<file path="config.mk">
export PLATFORM = sky130hd
export DESIGN_NAME = ssd_sqrt
export DESIGN_NICKNAME = d
export VERILOG_FILES = /design/src/design/ssd_sqrt.sv
export SDC_FILE = /design/constraint.sdc
export NUM_CORES = 2
export LEC_CHECK = 0
export BUFFER_PORTS_ARGS = -buffer_cell sky130_fd_sc_hd__clkbuf_2
export CORE_MARGIN = 3
export CORE_UTILIZATION = 60
export CTS_BUF_LIST = sky130_fd_sc_hd__clkbuf_2 sky130_fd_sc_hd__clkbuf_4 sky130_fd_sc_hd__clkbuf_8
export DETAILED_ROUTE_END_ITERATION = 8
export PLACE_DENSITY_LB_ADDON = 0.12
export SLEW_MARGIN = 25
export SYNTH_ARGS = -nofsm -noshare
export SYNTH_HDL_FRONTEND = slang
export SYNTH_MEMORY_MAX_BITS = 65536
export SYNTH_SLANG_ARGS = --single-unit
</file>
<file path="constraint.sdc">
create_clock -name clk_i -period 3.5 [get_ports clk_i]
set_input_delay 0.35 -clock clk_i [delete_from_list [all_inputs] [get_ports clk_i]]
set_output_delay 0.35 -clock clk_i [all_outputs]
set_load 0.03 [all_outputs]
</file>
<file path="src/design/ssd_sqrt.sv">
// Pipelined integer square root, one root bit per stage (floor of the root).
// Standalone.
module ssd_sqrt #(
  parameter int RW = 34
) (
  input  logic            clk_i,
  input  logic            en_i,
  input  logic [2*RW-1:0] rad_i,
  output logic [RW-1:0]   root_o
);

  localparam int RMW = RW + 2;

  logic [RW-1:0]   root_q [RW];
  logic [RMW-1:0]  rem_q  [RW-1];
  logic [2*RW-1:0] rad_q  [RW-1];

  for (genvar s = 0; s < RW; s++) begin : g_stage
    logic [RW-1:0]    root_in;
    logic [RMW-1:0]   rem_in;
    logic [2*RW-1:0]  rad_in;
    logic [RMW+1:0]   ext, trial, rem_n;
    logic             ge;

    if (s == 0) begin : g_first
      assign root_in = '0;
      assign rem_in  = '0;
      assign rad_in  = rad_i;
    end else begin : g_next
      assign root_in = root_q[s-1];
      assign rem_in  = rem_q[s-1];
      assign rad_in  = rad_q[s-1];
    end

    assign ext   = {rem_in, rad_in[2*RW-1:2*RW-2]};
    assign trial = (RMW+2)'({root_in, 2'b01});
    assign ge    = (ext >= trial);
    assign rem_n = ge ? (ext - trial) : ext;

    always_ff @(posedge clk_i) begin
      if (en_i) begin
        root_q[s] <= {root_in[RW-2:0], ge};
      end
    end

    if (s < RW - 1) begin : g_carry
      always_ff @(posedge clk_i) begin
        if (en_i) begin
          rem_q[s] <= rem_n[RMW-1:0];
          rad_q[s] <= rad_in << 2;
        end
      end
    end
  end

  assign root_o = root_q[RW-1];

endmodule

</file>
* Word-level counts from Yosys, hierarchy flattened
Memory sizes are Yosys's and may differ from the RTL's.
Index checks and enable logic that the tools add are counted.
** Cells by class
- Order comparisons :: 34
- $add $sub $neg :: 33
- Mux-type cells :: 35
** Operator list (count)
- 38-bit by 36-bit greater-or-equal comparator with 1-bit output :: 33
- 36-bit 2-to-1 mux :: 33
- 36-bit subtractor :: 32
- 2-bit by 1-bit subtractor with 3-bit output, second input constant :: 1
- 2-bit by 1-bit greater-or-equal comparator with 1-bit output, second input constant :: 1
- 1-bit 2-to-1 mux :: 2
** Word-level totals
- Output and inout port bits :: 34
- Memory bits (writable) :: 4522
- Logic and storage cells :: 105
- Memories kept :: 3
- Register bits :: 0
- Bits of input ports :: 70
** Memory list
- rad_q :: depth 33, width 66, rd ports 33, clocked after Yosys merged registers in 0, wr ports 33, line 16 : logic [2*RW-1:0] rad_q [RW-1];
- rem_q :: depth 33, width 36, rd ports 33, clocked after Yosys merged registers in 0, wr ports 33, line 15 : logic [RMW-1:0] rem_q [RW-1];
- root_q :: depth 34, width 34, rd ports 34, clocked after Yosys merged registers in 0, wr ports 34, line 14 : logic [RW-1:0] root_q [RW];

* Depth between registers and ports, before layout
An unclocked memory read counts as a cell.
- Depth after elaboration :: 3
- Mapped depth :: 15
- Mapped depth without buffers :: 13

* Worst setup path before layout
OpenSTA, ideal clock, no wires.
- Path type :: register -> register
- Start :: memory rem_q[0][149] (netlist bit)
- End :: memory rem_q[0][195] (netlist bit) (data pin)
- Clock period less this slack :: 3.717 ns
- Buffers on the path :: 1
- Slack :: -0.217 ns
- Cell stages (with the launch flop) :: 12
- Arrival time :: 3.451 ns
- Required time :: 3.234 ns
- Library setup time :: 0.266 ns
- Cell sequence :: edfxtp_1 -> or4_4 -> or4_1 -> or3_1 -> or3_4 -> or4_4 -> nor4_4 -> or3b_1 -> buf_4 -> or4_2 -> nor3_1 -> xor2_1
** RTL lines (line)
- start, declared :: 15

==> out/results.ini <==
[grt]
track_usage_pct = 25.0
grt_pass1_wl_um = 454000
grt_pass1_vias = 83300
overflow = 0
grt_antenna_before_repair = 3
grt_max_degree = 115

[timing]
rsz0062_at_grt = true
finalCritPeriodShare_pct = 102
setup_viol = 20
whs_ps = 170
setup_tns_ps = -514
timing.final.ws_setup_ps = -65.6
slew_headroom_pct = 44.3
maxSlewViolCount = 0
fin_crit_ps = 3570
clock_skew_ps = 89.6
final_hold_viol_count = 0
timing.fmax_mhz = 280
tightest_slew_ps = 835

[floorplanning]
core-area_um2 = 220000
dieArea_um2 = 227000
fp.dieH_um = 477
die_w_um = 477
start_util_pct = 60.4
ios = 104
core.rowCount = 172

[critical_path]
r2r_slack_ps = -70
cp_top_family = simple AND/OR/NAND/NOR gates
cp_max_fo = 4
worstPathRequired_ps = 4280
cpMostUsedCell = or4_4
rr_startpoint = rem_q[0][152]
crit_chain = or4_4 > or4_4 > or3_4 > or3_4 > or4_4 > nor4_4 > buf_4 > a211o_4 > nor2_4 > xor2_1
critPathKind = flip-flop to flip-flop
cp_num_buf_inv = 1
start_kind = flip-flop
worstRegToRegCells = 10
r2r_end = rem_q[0][198]
crit_path_max_incr_delay_ps = 550
critical_path_arrival_ps = 4340
crit_slowest_cell = or4_4
end_kind = flip-flop

[synth]
ys_seq_area_share_pct = 64.5
synthTopCellsByArea = edfxtp_1 (64%), ha_1 (6.0%), xor2_1 (3.2%)
syn_area_per_cell_um2 = 12.8
ys.flop_type = edfxtp_1
async_flop_share_pct = 0
ys_ff_latch = 2852
yosysMostFrequentCell = edfxtp_1
synth_edf_count = 2852
synth_top_area_share_pct = 64.5
netlist-cell-type-count = 88
yosys_warnings = 0
synthesis.nets = 11000
yosys.area.top_type = edfxtp_1
netlist_area_um2 = 133000
netlist_instances = 10300
synth_common_cells = edfxtp_1 (2852), inv_1 (822), nand2_1 (793)

[placed_design]
port-buffer-count = 103
place_congestion = 0.912
dp_hpwl_um = 207000
dp_slack_ps = -197
dp_cells = 13800

[hold_path]
hp-class = input pin to flip-flop
min_path_cells = 3
holdPathEnd = rem_q[0][0]
hold_start = rad_i[66]

[routing]
drt_iter0_drc = 6831
wirelength_um = 290000
vias = 83900
drcViolationCount = 0
drtAntennaViolNets = 0
dr.pass1.iters = 6
vias_per_cell = 5.66
routedWlPerCell_um = 19.5

[clock_tree]
cts-buffers-inserted = 459
cts_sinks = 2852
cts_tree = done
cts_max_level = 5
root_buffer = clkbuf_8
cts_max_path_buffers = 4
worstSkewPairLatency_ps = 1100
cts.clk_slew.worst_paths_ps = 60

[power_and_ir_drop]
powerDensity_nw_per_um2 = 628
p_leak_uw = 0.0598
vdd_ir_drop_max_mv = 0.441

[finish]
area_growth_pct = 15.8
final_cells = 14800
final_layout_size_suffix_gt1_share_pct = 15.8
finalNetCount = 12200

[flow_run]
drv_cap = 0

[run_status]
violations = negative setup slack
status = finished with violations

[through the flow]
stage          cell area, um2  power, uW  utilization, %
2_1_floorplan          133000      60300               -
3_3_place_gp           142000      68100            64.4
3_5_place_dp           142000      68500            64.4
4_1_cts                152000      96700            69.2
5_1_grt                154000     102000            69.9
6_report               154000      96500            69.9
[layer usage]
| layer | track usage [%] | vias to the layer above | part of all wire, % |
|---|---|---|---|
| li1 | - | 40600 | - |
| met1 | 33.4 | 40600 | 43 |
| met2 | 43.2 | 2163 | 50 |
| met3 | 3.20 | 533 | 4.5 |
| met4 | 7.28 | 0 | 2.5 |
| met5 | 0 | - | 0 |
[cells by family (layout without fill, tap and decap cells)]
family | Yosys count | after routing | share of synthesized area [%]
AND/OR/NAND/NOR | 2726 | 2726 | 10.1
other | 1 | 7 | 0.00282
AO/OA/AOI/OAI | 2059 | 2059 | 9.55
buffers and inverters | 1032 | 2551 | 2.92
XOR/XNOR | 954 | 954 | 6.29
multiplexers | 86 | 86 | 0.714
adder cells (fa/ha/maj) | 632 | 632 | 5.95
flip-flops | 2852 | 2852 | 64.5
[state kept, by name, indices dropped and copies added (netlist names)]
signal  cells
rad_q    1122
root_q    595
rem_q    1135
[report_power, final]
part	switching (uW)	internal [uW]	total, uW	leakage, uW
combinational	12600	9930	22500	0.0277
clock	12700	15000	27700	0.00467
sequential	3010	43300	46300	0.0275
[worst register-to-register path: cells and delay by family, from the launching register on]
family / cells / cell delay (ps)
flops: 1 / 380
xor+xnor: 1 / 140
simple gates: 7 / 2440
compound gates: 1 / 140
buf+inv: 1 / 180
[layout by cell type, fill, tap and decap left out, drive strengths merged, types with 21 or more instances in the layout]
master / n
nor4: 123
or2: 51
nor2b: 81
dlygate4sd3: 136
buf: 680
or3: 131
a211oi: 55
edfxtp: 2852
mux2: 70
xor2: 488
a21oi: 594
a211o: 23
or4: 72
and2: 42
xnor2: 466
a21o: 249
a21boi: 23
nand2b: 133
o21ai: 602
clkinv: 194
nand2: 793
nor3b: 21
nor3: 290
nand3b: 30
o21bai: 60
o31ai: 85
ha: 632
o21a: 118
inv: 827
a31oi: 42
and3: 54
o211ai: 34
nor2: 570
nand3: 170
clkbuf: 685
nand4: 111
[worst max path at each step]
stage	cells after the start	slack, ps	startpoint	to
after detailed placement	13	-200	root_q[20][0]	rem_q[0][791]
after global placement	13	-100	root_q[20][0]	rem_q[0][791]
after global routing	10	-160	rem_q[0][152]	rem_q[0][198]
final	10	-70	rem_q[0][152]	rem_q[0][198]
after floorplan	11	-80	rem_q[0][149]	rem_q[0][195]
after CTS	9	-40	rem_q[0][152]	rem_q[0][198]
[cell type report]
class	count	area, um2
antenna	6	15.0
timing repair buffer	918	7670
tap	2958	3700
inverter	825	3100
sequential	2852	85600
multi-input combinational	6458	44800
clock buffer	583	7270
fill	15500	66100
clock inverter	225	1560
[what timing repair did]
item	4_1_cts	5_1_grt
gates cloned	0	1
endpoints found under the setup margin	109	667
setup buffers	10	42
endpoints found under the hold margin	262	0
hold buffers	136	0
pin swaps	5	53
resized for setup	43	280
Power figures use the tool's default switching activity.
